`src/sv/dlc_pkg.sv`:
```
`timescale 1ns / 1ps
// ----------------------------------------------------------------------------
// dlc_pkg: shared definitions for the dark line centroid block
// Widths, reset values, register indexes and sizing functions.
// ----------------------------------------------------------------------------
package dlc_pkg;

  localparam int DEF_MAX_WIDTH  = 1024;
  localparam int DEF_MAX_HEIGHT = 1024;

  localparam int INTENSITY_W = 8;
  localparam int POS_W       = 18;
  localparam int SIZE_W      = 11;
  localparam int THR_W       = 9;
  localparam int SIZE_EXT_W  = 13;
  localparam int CFG_INDEX_W = 2;
  localparam int CFG_DATA_W  = 11;

  localparam int FRAC_SHIFT  = 7;
  localparam int QUEUE_DEPTH = 2;

  localparam int POS_POS_LIM = 2 ** (POS_W - 1) - 1;
  localparam int POS_NEG_LIM = 2 ** (POS_W - 1);

  localparam logic [SIZE_W-1:0] RST_FRAME_WIDTH  = SIZE_W'(160);
  localparam logic [SIZE_W-1:0] RST_FRAME_HEIGHT = SIZE_W'(120);
  localparam logic [THR_W-1:0]  RST_THRESHOLD    = THR_W'(64);
  localparam logic [SIZE_W-1:0] RST_BAND_ROWS    = SIZE_W'(10);

  typedef enum logic [CFG_INDEX_W-1:0] {
    REG_FRAME_WIDTH    = 2'd0,
    REG_FRAME_HEIGHT   = 2'd1,
    REG_DARK_THRESHOLD = 2'd2,
    REG_BAND_ROWS      = 2'd3
  } cfg_reg_t;

  function automatic int col_bits(int max_width);
    return (max_width > 1) ? $clog2(max_width) : 1;
  endfunction

  function automatic int row_bits(int max_height);
    return (max_height > 1) ? $clog2(max_height) : 1;
  endfunction

  function automatic int sum_bits(int max_width, int max_height);
    return 2 * col_bits(max_width) + row_bits(max_height) + 2;
  endfunction

  function automatic int cnt_bits(int max_width, int max_height);
    return col_bits(max_width) + row_bits(max_height) + 1;
  endfunction

endpackage

```
`src/sv/dlc_if.sv`:
```
`timescale 1ns / 1ps
// ----------------------------------------------------------------------------
// dlc_if: channel interfaces of the dark line centroid block
// Pixel input, result output and configuration write channels.
// ----------------------------------------------------------------------------
interface dlc_pix_if;
  import dlc_pkg::*;
  logic                   valid;
  logic                   ready;
  logic [INTENSITY_W-1:0] intensity;
  logic                   first_pixel;
  modport source (output valid, output intensity, output first_pixel, input ready);
  modport sink (input valid, input intensity, input first_pixel, output ready);
endinterface

interface dlc_res_if;
  import dlc_pkg::*;
  logic                    valid;
  logic                    ready;
  logic signed [POS_W-1:0] position;
  logic                    found;
  modport source (output valid, output position, output found, input ready);
  modport sink (input valid, input position, input found, output ready);
endinterface

interface dlc_cfg_if;
  import dlc_pkg::*;
  logic                   valid;
  logic                   ready;
  logic [CFG_INDEX_W-1:0] index;
  logic [CFG_DATA_W-1:0]  data;
  modport source (output valid, output index, output data, input ready);
  modport sink (input valid, input index, input data, output ready);
endinterface

```
`src/sv/dlc_queue.sv`:
```
`timescale 1ns / 1ps
// ----------------------------------------------------------------------------
// dlc_queue: short frame summary queue
// Holds finished frame sums between the pixel front and the divider back.
// ----------------------------------------------------------------------------
module dlc_queue #(
  parameter int DATA_W = 53,
  parameter int DEPTH  = dlc_pkg::QUEUE_DEPTH
) (
  input  logic              clk,
  input  logic              rst_n,
  input  logic              push,
  input  logic [DATA_W-1:0] push_data,
  input  logic              pop,
  output logic [DATA_W-1:0] pop_data,
  output logic              full,
  output logic              empty
);
  import dlc_pkg::*;

  localparam int PTR_W = (DEPTH > 1) ? $clog2(DEPTH) : 1;
  localparam int CNT_W = $clog2(DEPTH + 1);

  logic [DATA_W-1:0] mem_r [DEPTH];
  logic [PTR_W-1:0]  wr_ptr_r, wr_ptr_nxt;
  logic [PTR_W-1:0]  rd_ptr_r, rd_ptr_nxt;
  logic [CNT_W-1:0]  fill_r, fill_nxt;

  function automatic logic [PTR_W-1:0] ptr_inc(logic [PTR_W-1:0] p);
    return (p == PTR_W'(DEPTH - 1)) ? '0 : p + PTR_W'(1);
  endfunction

  assign full     = (fill_r == CNT_W'(DEPTH));
  assign empty    = (fill_r == '0);
  assign pop_data = mem_r[rd_ptr_r];

  always_comb begin
    wr_ptr_nxt = push ? ptr_inc(wr_ptr_r) : wr_ptr_r;
    rd_ptr_nxt = pop ? ptr_inc(rd_ptr_r) : rd_ptr_r;
    fill_nxt   = fill_r + CNT_W'(push) - CNT_W'(pop);
  end

  always_ff @(posedge clk) begin
    if (push) begin
      mem_r[wr_ptr_r] <= push_data;
    end
  end

  always_ff @(posedge clk) begin
    if (!rst_n) begin
      wr_ptr_r <= '0;
      rd_ptr_r <= '0;
      fill_r   <= '0;
    end else begin
      wr_ptr_r <= wr_ptr_nxt;
      rd_ptr_r <= rd_ptr_nxt;
      fill_r   <= fill_nxt;
    end
  end

endmodule

```
`src/sv/dlc_front.sv`:
```
`timescale 1ns / 1ps
// ----------------------------------------------------------------------------
// dlc_front: pixel front end
// Holds the configuration, tracks column and row, classifies dark pixels
// in the bottom band and accumulates their offset sum and count.
// ----------------------------------------------------------------------------
module dlc_front #(
  parameter int MAX_WIDTH  = dlc_pkg::DEF_MAX_WIDTH,
  parameter int MAX_HEIGHT = dlc_pkg::DEF_MAX_HEIGHT,
  localparam int SUM_W = dlc_pkg::sum_bits(MAX_WIDTH, MAX_HEIGHT),
  localparam int CNT_W = dlc_pkg::cnt_bits(MAX_WIDTH, MAX_HEIGHT)
) (
  input  logic             clk,
  input  logic             rst_n,
  dlc_pix_if.sink          pix,
  dlc_cfg_if.sink          cfg,
  input  logic             q_full,
  output logic             push,
  output logic [SUM_W-1:0] push_sum,
  output logic [CNT_W-1:0] push_cnt
);
  import dlc_pkg::*;

  localparam int CW = col_bits(MAX_WIDTH);
  localparam int RW = row_bits(MAX_HEIGHT);

  logic [SIZE_W-1:0] width_r, height_r, band_r;
  logic [THR_W-1:0]  thr_r;

  logic [CW-1:0]    col_r, col_nxt, col_cur;
  logic [RW-1:0]    row_r, row_nxt, row_cur;
  logic [SUM_W-1:0] sum_r, sum_nxt, sum_cur, acc_sum, term;
  logic [CNT_W-1:0] cnt_r, cnt_nxt, cnt_cur, acc_cnt;

  logic [SIZE_EXT_W-1:0] w_raw, h_raw, b_raw, w_eff, h_eff, band_eff, band_start;
  logic accept, dark, hit, row_end, frame_end;

  assign cfg.ready = 1'b1;

  always_ff @(posedge clk) begin
    if (!rst_n) begin
      width_r  <= RST_FRAME_WIDTH;
      height_r <= RST_FRAME_HEIGHT;
      thr_r    <= RST_THRESHOLD;
      band_r   <= RST_BAND_ROWS;
    end else if (cfg.valid && cfg.ready) begin
      unique case (cfg_reg_t'(cfg.index))
        REG_FRAME_WIDTH:    width_r  <= cfg.data;
        REG_FRAME_HEIGHT:   height_r <= cfg.data;
        REG_DARK_THRESHOLD: thr_r    <= cfg.data[THR_W-1:0];
        REG_BAND_ROWS:      band_r   <= cfg.data;
        default:            width_r  <= width_r;
      endcase
    end
  end

  always_comb begin
    w_raw = SIZE_EXT_W'(width_r);
    h_raw = SIZE_EXT_W'(height_r);
    b_raw = SIZE_EXT_W'(band_r);
    if (w_raw == '0) begin
      w_eff = SIZE_EXT_W'(1);
    end else if (w_raw > SIZE_EXT_W'(MAX_WIDTH)) begin
      w_eff = SIZE_EXT_W'(MAX_WIDTH);
    end else begin
      w_eff = w_raw;
    end
    if (h_raw == '0) begin
      h_eff = SIZE_EXT_W'(1);
    end else if (h_raw > SIZE_EXT_W'(MAX_HEIGHT)) begin
      h_eff = SIZE_EXT_W'(MAX_HEIGHT);
    end else begin
      h_eff = h_raw;
    end
    band_eff   = (b_raw > h_eff) ? h_eff : b_raw;
    band_start = h_eff - band_eff;
  end

  always_comb begin
    col_cur = pix.first_pixel ? '0 : col_r;
    row_cur = pix.first_pixel ? '0 : row_r;
    sum_cur = pix.first_pixel ? '0 : sum_r;
    cnt_cur = pix.first_pixel ? '0 : cnt_r;

    dark = ({1'b0, pix.intensity} < thr_r);
    hit  = (band_eff != '0) && (SIZE_EXT_W'(row_cur) >= band_start) && dark;
    term = SUM_W'({col_cur, 1'b0}) - SUM_W'(w_eff);

    acc_sum = hit ? sum_cur + term : sum_cur;
    acc_cnt = cnt_cur + CNT_W'(hit);

    row_end   = (SIZE_EXT_W'(col_cur) + SIZE_EXT_W'(1)) >= w_eff;
    frame_end = row_end && ((SIZE_EXT_W'(row_cur) + SIZE_EXT_W'(1)) >= h_eff);

    col_nxt = col_r;
    row_nxt = row_r;
    sum_nxt = sum_r;
    cnt_nxt = cnt_r;
    if (accept) begin
      if (frame_end) begin
        col_nxt = '0;
        row_nxt = '0;
        sum_nxt = '0;
        cnt_nxt = '0;
      end else begin
        sum_nxt = acc_sum;
        cnt_nxt = acc_cnt;
        if (row_end) begin
          col_nxt = '0;
          row_nxt = row_cur + RW'(1);
        end else begin
          col_nxt = col_cur + CW'(1);
          row_nxt = row_cur;
        end
      end
    end
  end

  assign pix.ready = !q_full;
  assign accept    = pix.valid && pix.ready;
  assign push      = accept && frame_end;
  assign push_sum  = acc_sum;
  assign push_cnt  = acc_cnt;

  always_ff @(posedge clk) begin
    if (!rst_n) begin
      col_r <= '0;
      row_r <= '0;
      sum_r <= '0;
      cnt_r <= '0;
    end else begin
      col_r <= col_nxt;
      row_r <= row_nxt;
      sum_r <= sum_nxt;
      cnt_r <= cnt_nxt;
    end
  end

endmodule

```
`src/sv/dlc_back.sv`:
```
`timescale 1ns / 1ps
// ----------------------------------------------------------------------------
// dlc_back: centroid divider back end
// Takes one frame summary at a time, divides the scaled offset sum by the
// dark pixel count one quotient bit per cycle, saturates and presents the
// result in an output register.
// ----------------------------------------------------------------------------
module dlc_back #(
  parameter int MAX_WIDTH  = dlc_pkg::DEF_MAX_WIDTH,
  parameter int MAX_HEIGHT = dlc_pkg::DEF_MAX_HEIGHT,
  localparam int SUM_W = dlc_pkg::sum_bits(MAX_WIDTH, MAX_HEIGHT),
  localparam int CNT_W = dlc_pkg::cnt_bits(MAX_WIDTH, MAX_HEIGHT)
) (
  input  logic             clk,
  input  logic             rst_n,
  input  logic             q_empty,
  input  logic [SUM_W-1:0] q_sum,
  input  logic [CNT_W-1:0] q_cnt,
  output logic             pop,
  dlc_res_if.source        res
);
  import dlc_pkg::*;

  localparam int DIVD_W = SUM_W + FRAC_SHIFT;
  localparam int STEP_W = $clog2(DIVD_W + 1);
  localparam int EXT_W  = DIVD_W + POS_W;

  typedef enum logic [2:0] {
    ST_IDLE = 3'b001,
    ST_DIV  = 3'b010,
    ST_DONE = 3'b100
  } back_state_t;

  back_state_t state_r, state_nxt;

  logic [DIVD_W-1:0] quo_r, quo_nxt;
  logic [CNT_W-1:0]  rem_r, rem_nxt;
  logic [CNT_W-1:0]  div_r, div_nxt;
  logic [STEP_W-1:0] step_r, step_nxt;
  logic              neg_r, neg_nxt;
  logic              found_r, found_nxt;

  logic                    res_valid_r, res_valid_nxt;
  logic signed [POS_W-1:0] res_pos_r, res_pos_nxt;
  logic                    res_found_r, res_found_nxt;

  logic [SUM_W-1:0] mag;
  logic [CNT_W:0]   trial, diff;
  logic             ge;
  logic [EXT_W-1:0] qx, lim;
  logic [POS_W-1:0] mag_sat, pos_val;
  logic             load;

  always_comb begin
    mag   = q_sum[SUM_W-1] ? SUM_W'(-q_sum) : q_sum;
    trial = {rem_r, quo_r[DIVD_W-1]};
    diff  = trial - {1'b0, div_r};
    ge    = (trial >= {1'b0, div_r});

    qx      = EXT_W'(quo_r);
    lim     = neg_r ? EXT_W'(POS_NEG_LIM) : EXT_W'(POS_POS_LIM);
    mag_sat = (qx > lim) ? lim[POS_W-1:0] : qx[POS_W-1:0];
    pos_val = neg_r ? POS_W'(-mag_sat) : mag_sat;
  end

  always_comb begin
    state_nxt = state_r;
    quo_nxt   = quo_r;
    rem_nxt   = rem_r;
    div_nxt   = div_r;
    step_nxt  = step_r;
    neg_nxt   = neg_r;
    found_nxt = found_r;
    pop       = 1'b0;
    load      = 1'b0;
    unique case (state_r)
      ST_IDLE: begin
        if (!q_empty) begin
          pop       = 1'b1;
          neg_nxt   = q_sum[SUM_W-1];
          div_nxt   = q_cnt;
          rem_nxt   = '0;
          step_nxt  = STEP_W'(DIVD_W);
          found_nxt = (q_cnt != '0);
          if (q_cnt != '0) begin
            quo_nxt   = {mag, {FRAC_SHIFT{1'b0}}};
            state_nxt = ST_DIV;
          end else begin
            quo_nxt   = '0;
            state_nxt = ST_DONE;
          end
        end
      end
      ST_DIV: begin
        quo_nxt  = {quo_r[DIVD_W-2:0], ge};
        rem_nxt  = ge ? diff[CNT_W-1:0] : trial[CNT_W-1:0];
        step_nxt = step_r - STEP_W'(1);
        if (step_r == STEP_W'(1)) begin
          state_nxt = ST_DONE;
        end
      end
      ST_DONE: begin
        if (!res_valid_r || res.ready) begin
          load      = 1'b1;
          state_nxt = ST_IDLE;
        end
      end
      default: begin
        state_nxt = ST_IDLE;
      end
    endcase
  end

  always_comb begin
    res_valid_nxt = res_valid_r;
    res_pos_nxt   = res_pos_r;
    res_found_nxt = res_found_r;
    if (load) begin
      res_valid_nxt = 1'b1;
      res_pos_nxt   = pos_val;
      res_found_nxt = found_r;
    end else if (res.ready) begin
      res_valid_nxt = 1'b0;
    end
  end

  assign res.valid    = res_valid_r;
  assign res.position = res_pos_r;
  assign res.found    = res_found_r;

  always_ff @(posedge clk) begin
    if (!rst_n) begin
      state_r     <= ST_IDLE;
      res_valid_r <= 1'b0;
    end else begin
      state_r     <= state_nxt;
      res_valid_r <= res_valid_nxt;
    end
  end

  always_ff @(posedge clk) begin
    quo_r       <= quo_nxt;
    rem_r       <= rem_nxt;
    div_r       <= div_nxt;
    step_r      <= step_nxt;
    neg_r       <= neg_nxt;
    found_r     <= found_nxt;
    res_pos_r   <= res_pos_nxt;
    res_found_r <= res_found_nxt;
  end

endmodule

```
`src/sv/dark_line_centroid.sv`:
```
`timescale 1ns / 1ps
// ----------------------------------------------------------------------------
// dark_line_centroid: dark line centroid over a raster pixel stream
// Pixels enter on in_pix, one beat per pixel in raster order, with
// first_pixel marking the top-left pixel. The front end takes one pixel
// per cycle while the queue has room and keeps column, row, offset sum
// and dark count for the bottom band. On the last pixel of a frame it
// pushes the frame summary into a two-entry queue, and the back end
// divides it with a restoring divider, one quotient bit per cycle.
// Each result beat on out_res carries the mean offset (7 fractional bits)
// and the found flag. Short frames can fill the queue while the divider
// runs, and in_pix.ready then drops until the divider frees an entry.
// Registers are written on cfg_wr, which is always ready; write them only
// while no frame is in progress.
// Reset loads the register defaults (160, 120, 64, 10) and clears the
// counters, sums, queue and output. A stalled out_res holds its beat
// while the divider and queue keep working behind it.
// ----------------------------------------------------------------------------
module dark_line_centroid #(
  parameter int MAX_WIDTH  = dlc_pkg::DEF_MAX_WIDTH,
  parameter int MAX_HEIGHT = dlc_pkg::DEF_MAX_HEIGHT
) (
  input  logic      clk,
  input  logic      rst_n,
  dlc_pix_if.sink   in_pix,
  dlc_res_if.source out_res,
  dlc_cfg_if.sink   cfg_wr
);
  import dlc_pkg::*;

  localparam int SUM_W = sum_bits(MAX_WIDTH, MAX_HEIGHT);
  localparam int CNT_W = cnt_bits(MAX_WIDTH, MAX_HEIGHT);
  localparam int ENT_W = SUM_W + CNT_W;

  logic             push, pop, q_full, q_empty;
  logic [SUM_W-1:0] push_sum;
  logic [CNT_W-1:0] push_cnt;
  logic [ENT_W-1:0] pop_data;

  dlc_front #(
    .MAX_WIDTH  (MAX_WIDTH),
    .MAX_HEIGHT (MAX_HEIGHT)
  ) u_front (
    .clk      (clk),
    .rst_n    (rst_n),
    .pix      (in_pix),
    .cfg      (cfg_wr),
    .q_full   (q_full),
    .push     (push),
    .push_sum (push_sum),
    .push_cnt (push_cnt)
  );

  dlc_queue #(
    .DATA_W (ENT_W),
    .DEPTH  (QUEUE_DEPTH)
  ) u_queue (
    .clk       (clk),
    .rst_n     (rst_n),
    .push      (push),
    .push_data ({push_sum, push_cnt}),
    .pop       (pop),
    .pop_data  (pop_data),
    .full      (q_full),
    .empty     (q_empty)
  );

  dlc_back #(
    .MAX_WIDTH  (MAX_WIDTH),
    .MAX_HEIGHT (MAX_HEIGHT)
  ) u_back (
    .clk     (clk),
    .rst_n   (rst_n),
    .q_empty (q_empty),
    .q_sum   (pop_data[ENT_W-1:CNT_W]),
    .q_cnt   (pop_data[CNT_W-1:0]),
    .pop     (pop),
    .res     (out_res)
  );

endmodule

```
`src/flat_wrapper.sv`:
```
// flat-port wrapper written by rule: the top's interface ports become plain ports
module dark_line_centroid_flat import dlc_pkg::*;
#(
  parameter int MAX_WIDTH  = dlc_pkg::DEF_MAX_WIDTH,
  parameter int MAX_HEIGHT = dlc_pkg::DEF_MAX_HEIGHT
)
  (clk, rst_n, in_pix_valid, in_pix_intensity, in_pix_first_pixel, in_pix_ready, out_res_valid, out_res_position, out_res_found, out_res_ready, cfg_wr_valid, cfg_wr_index, cfg_wr_data, cfg_wr_ready);
  dlc_pix_if in_pix_i ();
  dlc_res_if out_res_i ();
  dlc_cfg_if cfg_wr_i ();
  input  logic clk;
  input  logic rst_n;
  input wire logic [$bits(in_pix_i.valid)-1:0] in_pix_valid;
  input wire logic [$bits(in_pix_i.intensity)-1:0] in_pix_intensity;
  input wire logic [$bits(in_pix_i.first_pixel)-1:0] in_pix_first_pixel;
  output wire logic [$bits(in_pix_i.ready)-1:0] in_pix_ready;
  output wire logic [$bits(out_res_i.valid)-1:0] out_res_valid;
  output wire logic [$bits(out_res_i.position)-1:0] out_res_position;
  output wire logic [$bits(out_res_i.found)-1:0] out_res_found;
  input wire logic [$bits(out_res_i.ready)-1:0] out_res_ready;
  input wire logic [$bits(cfg_wr_i.valid)-1:0] cfg_wr_valid;
  input wire logic [$bits(cfg_wr_i.index)-1:0] cfg_wr_index;
  input wire logic [$bits(cfg_wr_i.data)-1:0] cfg_wr_data;
  output wire logic [$bits(cfg_wr_i.ready)-1:0] cfg_wr_ready;
  assign in_pix_i.valid = in_pix_valid;
  assign in_pix_i.intensity = in_pix_intensity;
  assign in_pix_i.first_pixel = in_pix_first_pixel;
  assign in_pix_ready = in_pix_i.ready;
  assign out_res_valid = out_res_i.valid;
  assign out_res_position = out_res_i.position;
  assign out_res_found = out_res_i.found;
  assign out_res_i.ready = out_res_ready;
  assign cfg_wr_i.valid = cfg_wr_valid;
  assign cfg_wr_i.index = cfg_wr_index;
  assign cfg_wr_i.data = cfg_wr_data;
  assign cfg_wr_ready = cfg_wr_i.ready;
  dark_line_centroid #(.MAX_WIDTH(MAX_WIDTH), .MAX_HEIGHT(MAX_HEIGHT)) u_core (.clk(clk), .rst_n(rst_n), .in_pix(in_pix_i), .out_res(out_res_i), .cfg_wr(cfg_wr_i));
endmodule
```
`config.mk`:
```
export PLATFORM = sky130hd
export DESIGN_NAME = dark_line_centroid_flat
export DESIGN_NICKNAME = d
export VERILOG_FILES = /design/src/sv/dlc_pkg.sv /design/src/sv/dlc_if.sv /design/src/sv/dlc_queue.sv /design/src/sv/dlc_front.sv /design/src/sv/dlc_back.sv /design/src/sv/dark_line_centroid.sv /design/src/flat_wrapper.sv
export SDC_FILE = /design/constraint.sdc
export NUM_CORES = 1
export LEC_CHECK = 0
export BUFFER_PORTS_ARGS = -buffer_cell sky130_fd_sc_hd__buf_2
export CORE_ASPECT_RATIO = 1.5
export CORE_UTILIZATION = 58
export CTS_CLUSTER_SIZE = 16
export DETAILED_ROUTE_END_ITERATION = 10
export HOLD_SLACK_MARGIN = 0.15
export PLACE_DENSITY_LB_ADDON = 0.08
export SLEW_MARGIN = 20
export SYNTH_ARGS = -nofsm -noshare
export SYNTH_HDL_FRONTEND = slang
export SYNTH_HIERARCHICAL = 1
export SYNTH_SLANG_ARGS = --single-unit
```
`constraint.sdc`:
```
create_clock -name clk -period 6.35 [get_ports clk]
set_input_delay 0 -clock clk [delete_from_list [all_inputs] [get_ports clk]]
set_output_delay 0 -clock clk [all_outputs]
set_load 0.05 [all_outputs]
```
==> impl_metrics.ini, run 1 <==
[status]
status = finished, final reports clean

[route]
wl_um = 44600
drc = 0
vias_per_cell = 5.84
num_vias = 15500
wl_per_cell_um = 16.7
detail-route-antenna-nets = 0
drtPass1Iterations = 5
drt-initial-drc-count = 643

[setup_path]
worstPathRequired_ns = 6.62
arrival_ns = 6.14
cp_max_fo = 9
cpPeakStageDelay_ns = 0.45
crit_path_top_delay_cell = a221o_1
path_cells = clkinv_1 > nand2_1 > inv_1 > fa_1 > nor2b_1 > o21ai_0 > a21boi_0 > o21ai_0 > a21boi_0 > o21ai_0 > a21boi_0 > o31a_1 > nor2_1 > ha_1 > o21a_1 > o2111ai_1 > a2bb2oi_1 > o21ai_0 > a221o_1 > a31oi_1 > xor2_1 > nor2_1 > xnor2_1
critPathKind = flip-flop to flip-flop
cp-start-kind = flip-flop
end_kind = flip-flop
critPathMostFrequentCell = o21ai_0

[layout]
fillCellCount = 2841
layout_commonest_cell = nand2_1
area_growth_pct = 9.81
final_core_util = 0.651
mostFrequentLayoutCells = 242 x nand2_1, 214 x edfxtp_1, 149 x ha_1
final_nets = 2348
antenna_cells = 0
drive_gt1_frac = 0.121
fin_cells = 2663

[global_routing]
grt-busiest-layer = met2
grt_use_total = 0.247
grt_max_degree = 76
grt_use_met2 = 0.458
grt_use_met3 = 0.0323
grt_pass1_vias = 15400
met1_usage = 0.282
grt.overflow.total = 0
antenna_found_initial = 0
grt_pass1_wl_um = 73200

[run]
drv_cap = 0

[sta]
fin_crit_sh = 0.923
hold_slack_ns = 0.284
finalHoldViolations = 0
setup_ws_ns = 0.488
fmax_ghz = 0.171
finalSetupTns_ns = 0
fin_skew_ns = 0.0137
maxSlewViolCount = 0
worst_pin_slew_ns = 0.980
slew_headroom = 0.347
setup_viol = 0
layout_min_cycle_time_ns = 5.86

[synth]
synthesis.area_sq_um = 20900
ys.flop_type = edfxtp_1
ys_ff_latch = 338
synth_nets = 2303
synth_edf_count = 214
syn_area_per_cell_sq_um = 9.84
postSynthCellCount = 2121
async_flop_share = 0
yosys_warnings = 6
yosysSeqAreaShare = 0.427
ys_types = 90

[hold_path]
hold_class = input port to flip-flop

[cts]
cts.sink_count = 338
cts_buffer_depth = 3
clk_pin_slew_ns = 0.06
cts_tree = done
clk_latency_ns = 0.53
ctsRootBufferMaster = clkbuf_16
cts_max_level = 2
numCtsBuffers = 34

[place]
placed_cells = 2573
hpwl_um = 32200
port_buffers = 47
dpl_worst_slack_ns = -0.0309
place.gp.congestion = 0.863

[floorplan]
coreArea_sq_um = 35200
dieArea_sq_um = 36800
die-height_um = 234
initial_core_util = 0.593
fp-row-count = 84
pin_count = 49
die_w_um = 157

[power_and_ir_drop]
ir_worst_vdd_v = 0.000246
power.density_nw_per_um2 = 295
p_leak_uw = 0.00888
[synth_stat cells (all sizes together) (11+ instances only)]
master,n,area [sq um]
nand2b,21,131
and3,21,131
a21o,27,203
nor3,50,262
dfxtp,124,2480
nor2b,71,444
a22oi,25,188
nor2,143,544
ha,151,1890
or4,12,93.8
o22ai,15,93.8
or3,11,78.8
xor2,69,604
xnor2,48,420
a31oi,22,159
o21a,14,105
buf,27,243
and2,18,114
inv,97,364
edfxtp,214,6430
a22o,27,236
mux2i,30,300
a211oi,11,82.6
o31ai,20,155
mux2,83,1120
nand2,244,916
nand4,21,131
o21ai,104,521
a21oi,136,692
nand3,63,315
nor4,20,138
clkbuf,65,245
[what timing repair did]
action                                 CTS  global route
gates cloned                             0             1
hold buffers                            26             0
resized for setup                        1            19
pin swaps                                0             9
setup endpoints to repair                2            52
setup buffers                            0             3
endpoints found under the hold margin   65             0
[cells by family (layout without fill, tap and decap cells)]
kind of cell / count (synthesis) / after routing / share of synthesized area
fa+ha+maj: 155 / 155 / 0.0944
mux: 113 / 113 / 0.0682
xor+xnor: 118 / 118 / 0.0502
other cells: 1 / 1 / 0.000180
simple gates: 725 / 725 / 0.170
flops: 338 / 338 / 0.427
buf+inv: 192 / 261 / 0.0414
compound gates: 479 / 479 / 0.149
[metrics by stage]
stage                     total power, uW  area (sq um)
after CTS                            6810         22800
after global routing                 7130         22900
final                                6750         22900
after floorplan                      4390         20900
after detailed placement             4770         21400
after global placement               4710         21400
[sequential cells by signal, summed over array words and instances, names as in the netlist, 2 cells and up, named ones only]
name                        flops
u_core/u_back/rem_r            21
u_core/u_back/quo_r            39
u_core/u_queue/mem_r          106
u_core/u_back/res.position     18
u_core/u_front/col_r           10
u_core/u_front/sum_r           32
u_core/u_back/state_r           3
u_core/u_queue/fill_r           2
u_core/u_front/height_r        11
u_core/u_back/div_r            21
u_core/u_front/width_r         11
u_core/u_front/cnt_r           21
u_core/u_front/row_r           10
u_core/u_front/band_r          11
u_core/u_back/step_r            6
u_core/u_front/thr_r            9
[routing by layer]
layer | vias up | share of wire
li1 | 7824 | -
met2 | 266 | 0.52
met3 | 87 | 0.029
met1 | 7370 | 0.42
met4 | 0 | 0.036
met5 | - | 0
[report_power, final]
group	total (uW)	internal, uW	switching, uW
Clock	2010	1150	868
Sequential	2910	2650	258
Combinational	1830	777	1050
Total	6750	4580	2180
[final timing paths]
path                                                         startpoint                                    end  slack [ns]  cells past startpoint
worst max-delay path            u_core/u_front/width_r[10]$_SDFFE_PN0P_  u_core/u_queue/mem_r[0][52]$_DFFE_PP_        0.49                     23
worst min-delay path                                 in_pix_first_pixel   u_core/u_front/col_r[3]$_SDFFE_PN0P_        0.28                      4
worst max register to register  u_core/u_front/width_r[10]$_SDFFE_PN0P_  u_core/u_queue/mem_r[0][52]$_DFFE_PP_        0.49                     23
worst min register to register          u_core/u_back/found_r$_DFFE_PP_      u_core/u_back/res.found$_DFFE_PP_        0.43                      0
[cell type report]
class	count	area (sq um)	area share
clock inverters	20	218	0.00950
multi-input cells	1591	11200	0.489
well taps	473	592	0.0258
repair buffers	100	711	0.0310
clock buffers	40	893	0.0390
inverters	100	379	0.0165
repair inverters	1	5.00	0.000218
flip-flops and latches	338	8910	0.389
[critical path: cells and delay by family (launching register included)]
kind                       cells  cell delay [ns]
and+or+nand+nor                4             0.49
AOI/OAI and AO/OA             13             3.06
adders and majority gates      2             0.76
DFF                            1             0.41
xor gates and xnor gates       2             0.52
buffers and inverters          2             0.37
Power figures use the tool's default switching activity.
==> inputs of run 2 (changes only) <==
- CORE_MARGIN: not set -> 8
- CORE_UTILIZATION: 58 -> 65
- clock period: 6.35 -> 7 ns (I/O delays scaled with it)
==> impl_metrics.ini, run 2 (synthesis gave the netlist of run 1 again) <==
[sta]
slew_headroom = 0.340
maxSlewViolCount = 0
worst_pin_slew_ns = 0.989
finalHoldViolations = 0
setup_ws_ns = 0.638
finalSetupTns_ns = 0
fin_skew_ns = 0.0205
fmax_ghz = 0.157
rsz0062_at_grt = no
layout_min_cycle_time_ns = 6.36
setup_viol = 0
fin_crit_sh = 0.909

[layout]
reg_top3 = u_core/u_queue/mem_r (106), u_core/u_back/quo_r (39), u_core/u_front/sum_r (32)
regMostFlops = u_core/u_queue/mem_r
drive_gt1_frac = 0.115
final_core_util = 0.718
final_nets = 2340
mostFrequentLayoutCells = 242 x nand2_1, 214 x edfxtp_1, 151 x ha_1
largest_reg_flops = 106
layout_commonest_cell = nand2_1
fillCellCount = 2364
area_growth_pct = 9.17
final_area_sq_um = 22800
antenna_cells = 0

[global_routing]
grt_pass1_wl_um = 75700
grt.overflow.total = 0
grt_use_total = 0.237
grt_max_degree = 76
antenna_found_initial = 1
grt_pass1_vias = 15800

[setup_path]
cp-start-kind = flip-flop
cpPeakStageDelay_ns = 0.40
end_kind = flip-flop
crit_path_top_delay_cell = dfxtp_1
cp_max_fo = 9
arrival_ns = 6.75
critPathKind = flip-flop to flip-flop
worstPathRequired_ns = 7.39
critPathMostFrequentCell = ha_1

[place]
port_buffers = 47
hpwl_um = 33000
post_dp_cell_area_sq_um = 21300
place.gp.congestion = 0.895
dpl_worst_slack_ns = 0.0618

[run]
drv_cap = 0

[route]
met1_length_um = 18600
highest_layer = met4
wl_um = 45600
drtPass1Iterations = 7
wl_per_cell_um = 17.6
detail-route-antenna-nets = 0
drt-initial-drc-count = 960
wl_met2_um = 23300
drc = 0
vias_per_cell = 6.05
wl_met3_um = 1810
num_vias = 15700

[cts]
numCtsBuffers = 35
cts.sink_count = 338
cts_max_level = 2
clk_latency_ns = 0.54
clk_pin_slew_ns = 0.06
cts_buffer_depth = 3
ctsRootBufferMaster = clkbuf_16
cts_tree = done

[floorplan]
coreArea_sq_um = 31700
fp-row-count = 80
dieArea_sq_um = 38200
pin_count = 49
die-height_um = 235
initial_core_util = 0.658
die_w_um = 162

[power_and_ir_drop]
power.density_nw_per_um2 = 274
ir_worst_vdd_v = 0.000217
p_leak_uw = 0.00891

[hold_path]
hold_class = input port to flip-flop

[status]
status = finished, final reports clean
==> run 2: changes by cell type in the layout (fill, tap and decap cells not counted), sizes merged <==
cell	before	now
clkinvlp	6	1
buf	74	69
bufinv	3	4
clkbuf	40	44
dlygate4sd3	26	23
clkinv	11	12
inv	101	102
==> run 2: worst paths after layout <==
check | slack (ns) | startpoint | to | depth (start not counted)
worst max register to register | 0.64 | u_core/u_front/height_r[10]$_SDFFE_PN0P_ | u_core/u_front/cnt_r[20]$_SDFFE_PN0P_ | 33
worst min register to register | 0.43 | u_core/u_back/found_r$_DFFE_PP_ | u_core/u_back/res.found$_DFFE_PP_ | 0
worst min-delay path | 0.20 | in_pix_first_pixel | u_core/u_front/col_r[3]$_SDFFE_PN0P_ | 4
worst max-delay path | 0.64 | u_core/u_front/height_r[10]$_SDFFE_PN0P_ | u_core/u_front/cnt_r[20]$_SDFFE_PN0P_ | 33
==> run 2: timing repair <==
action / 4_1_cts / 5_1_grt
endpoints found under the setup margin: 0 / 54
hold buffers: 23 / 0
resized for setup: 0 / 7
endpoints found under the hold margin: 65 / 0
buffers inserted: 0 / 4
==> run 2: routing by layer <==
metal,global-route usage,up-vias
li1,-,7805
met5,0,-
met3,0.0375,125
met2,0.427,355
met4,0.107,0
met1,0.267,7414
==> run 2: cell type report <==
class | count | area [sq um] | area share
clock buffers | 44 | 961 | 0.0422
clock inverters | 19 | 231 | 0.0102
inverters | 100 | 375 | 0.0165
multi-input cells | 1591 | 11100 | 0.489
flip-flops and latches | 338 | 8910 | 0.391
well taps | 410 | 513 | 0.0225
repair buffers | 92 | 643 | 0.0282
==> run 2: power by group <==
group	total (uW)	internal [uW]	switching, uW	leakage, uW
combinational	1670	707	966	0.00548
clock	1930	1140	796	0.000588
sequential	2640	2410	235	0.00284
==> run 2: critical path, delay by kind of cell, from the launching register on <==
kind            cells  cell delay, ns
mux                 1            0.24
xor+xnor            2            0.24
fa+ha+maj           5            1.25
flops               1            0.40
compound gates     10            1.81
simple gates       14            2.12
buf+inv             1            0.16
==> run 2: per-stage QoR <==
stage          hold slack [ns]  power (uW)  cells
3_3_place_gp             0.282        4280   2504
4_1_cts                  0.191        6280   2590
2_1_floorplan           0.0762        3980   2121
5_1_grt                  0.249        6580   2594
6_report                 0.205        6250   2594
3_5_place_dp             0.282        4330   2504
==> inputs of run 3 (changes only) <==
- ABC_AREA: not set -> 1
==> impl_metrics.ini, run 3 <==
[synth]
yosysSeqAreaShare = 0.404
syn_area_per_cell_sq_um = 8.05
ys_types = 64
synth_edf_count = 214
yosys_warnings = 6
yosysMostFrequentCell = nand2_1
synthesis.area_sq_um = 22000
netlist_top_cells_count = 595 x nand2_1, 341 x inv_1, 259 x nor2_1
async_flop_share = 0
synth_top_area_frac = 0.292
synth_top_cell_by_area = edfxtp_1
synth_nets = 2919
ys.flop_type = edfxtp_1
netlist_top_cells_area = edfxtp_1 29%, dfxtp_1 11%, nand2_1 10%
ys_ff_latch = 338
postSynthCellCount = 2737

[cts]
cts_buffer_depth = 3
cts_tree = done
numCtsBuffers = 34
clk_pin_slew_ns = 0.06
clk_latency_ns = 0.53
ctsRootBufferMaster = clkbuf_16
cts_max_level = 2
cts.sink_count = 338

[layout]
layout_commonest_cell = nand2_1
final_nets = 2977
area_growth_pct = 9.26
regMostFlops = u_core/u_queue/mem_r
mostFrequentLayoutCells = 588 x nand2_1, 338 x inv_1, 249 x nor2_1
drive_gt1_frac = 0.105
largest_reg_flops = 106
reg_top3 = u_core/u_queue/mem_r (106), u_core/u_back/quo_r (39), u_core/u_front/sum_r (32)
fin_cells = 3241
antenna_cells = 0
final_area_sq_um = 24100

[sta]
maxSlewViolCount = 0
fmax_ghz = 0.151
slew_headroom = 0.310
worst_pin_slew_ns = 1.03
fin_skew_ns = 0.0156
setup_viol = 0
finalHoldViolations = 0
fin_crit_sh = 0.946
layout_min_cycle_time_ns = 6.62
hold_slack_ns = 0.277

[floorplan]
pin_count = 49
initial_core_util = 0.659
fp-row-count = 82
coreArea_sq_um = 33400
die_w_um = 166
dieArea_sq_um = 40200
die-height_um = 242

[status]
status = finished, final reports clean

[setup_path]
reg2reg_depth = 44
r2r-start = u_core/u_front/height_r[2]$_SDFFE_PN0P_
end_kind = flip-flop
critPathKind = flip-flop to flip-flop
reg2reg_to = u_core/u_front/cnt_r[20]$_SDFFE_PN0P_
cpPeakStageDelay_ns = 0.34
crit_path_top_delay_cell = dfxtp_1
critPathMostFrequentCell = nand2_1
r2r_slack_ns = 0.38
worstPathRequired_ns = 7.45
worstSetupStartpoint = u_core/u_front/height_r[2]$_SDFFE_PN0P_
cp-start-kind = flip-flop
worstSetupEndpoint = u_core/u_front/cnt_r[20]$_SDFFE_PN0P_
arrival_ns = 7.07
cp_max_fo = 6

[route]
drc = 0
detail-route-antenna-nets = 0
vias_per_cell = 5.66
wl_per_cell_um = 15.8
num_vias = 18400
drtPass1Iterations = 5
wl_um = 51200
drt-initial-drc-count = 1235

[place]
post_dp_cell_area_sq_um = 22500
port_buffers = 47
place.gp.congestion = 0.938
placed_cells = 3141
hpwl_um = 37300

[power_and_ir_drop]
power.density_nw_per_um2 = 299
p_leak_uw = 0.0109
ir_worst_vdd_v = 0.000211

[global_routing]
grt_pass1_wl_um = 82900
grt.overflow.total = 0
grt_max_degree = 76
grt_pass1_vias = 17700
antenna_found_initial = 0
grt_use_total = 0.245

[run]
drv_cap = 0

[hold_path]
holdPathStages = 5
hold_class = input port to flip-flop
-- run 3: kinds of logic after synthesis --
kind of cell,after synthesis,synth area share
XOR/XNOR,95,0.0378
AO/OA/AOI/OAI,475,0.118
multiplexers,53,0.0356
AND/OR/NAND/NOR,1192,0.235
flip-flops,338,0.404
other,1,0.000170
adder cells (fa/ha/maj),155,0.0894
buffers and inverters,428,0.0801
-- run 3: through the flow --
stage / setup slack, ns / power [uW] / utilization / TNS, ns
2_1_floorplan: 0.851 / 4540 / - / 0
3_3_place_gp: 0.312 / 5280 / 0.673 / 0
3_5_place_dp: 0.0731 / 5370 / 0.673 / 0
4_1_cts: 0.0362 / 7200 / 0.714 / 0
5_1_grt: -0.175 / 7660 / 0.720 / -0.593
6_report: 0.379 / 7200 / 0.720 / 0
-- run 3: how the worst min path moves through the flow --
stage / endpoint / from / slack [ns]
after floorplan: u_core/u_back/state_r[0]$_SDFFE_PN1P_ / rst_n / 0.08
after global placement: u_core/u_front/height_r[3]$_SDFFE_PN1P_ / cfg_wr_data[3] / 0.27
after detailed placement: u_core/u_front/height_r[3]$_SDFFE_PN1P_ / cfg_wr_data[3] / 0.27
after CTS: u_core/u_front/sum_r[4]$_SDFFE_PN0P_ / in_pix_first_pixel / 0.25
after global routing: u_core/u_front/cnt_r[4]$_SDFFE_PN0P_ / in_pix_valid / 0.31
final: u_core/u_queue/mem_r[0][20]$_DFFE_PP_ / in_pix_first_pixel / 0.28
-- run 3: routing by layer --
metal  vias up  global-route usage  wire (um)
li1       9249                   -          -
met1      8500               0.275      20900
met2       474               0.463      26600
met3       130              0.0279       1900
met4         0              0.0991       1840
met5         -                   0          0
-- run 3: layout make-up --
type | count | area [sq um]
flip-flops and latches | 338 | 8910
well taps | 420 | 526
multi-input cells | 1973 | 11500
fillers | 2665 | 9370
clock buffers | 42 | 912
repair buffers | 102 | 716
inverters | 346 | 1300
clock inverters | 20 | 185
-- run 3: power by group --
group / internal (uW) / switching, uW
registers: 2500 / 221
clock network: 1020 / 778
logic: 986 / 1690
-- run 3: critical path, delay by kind of cell, from the launching register on --
kind / cells / cell delay (ns)
AND/OR/NAND/NOR: 26 / 2.92
adder cells (fa/ha/maj): 5 / 1.28
AO/OA/AOI/OAI: 6 / 1.14
buffers and inverters: 5 / 0.51
flip-flops: 1 / 0.34
XOR/XNOR: 2 / 0.33
-- run 3: timing repair --
item | 4_1_cts | 5_1_grt
hold endpoints to repair | 50 | 0
endpoints found under the setup margin | 0 | 36
buffers inserted | 0 | 9
resized for setup | 0 | 29
hold buffers | 27 | 0
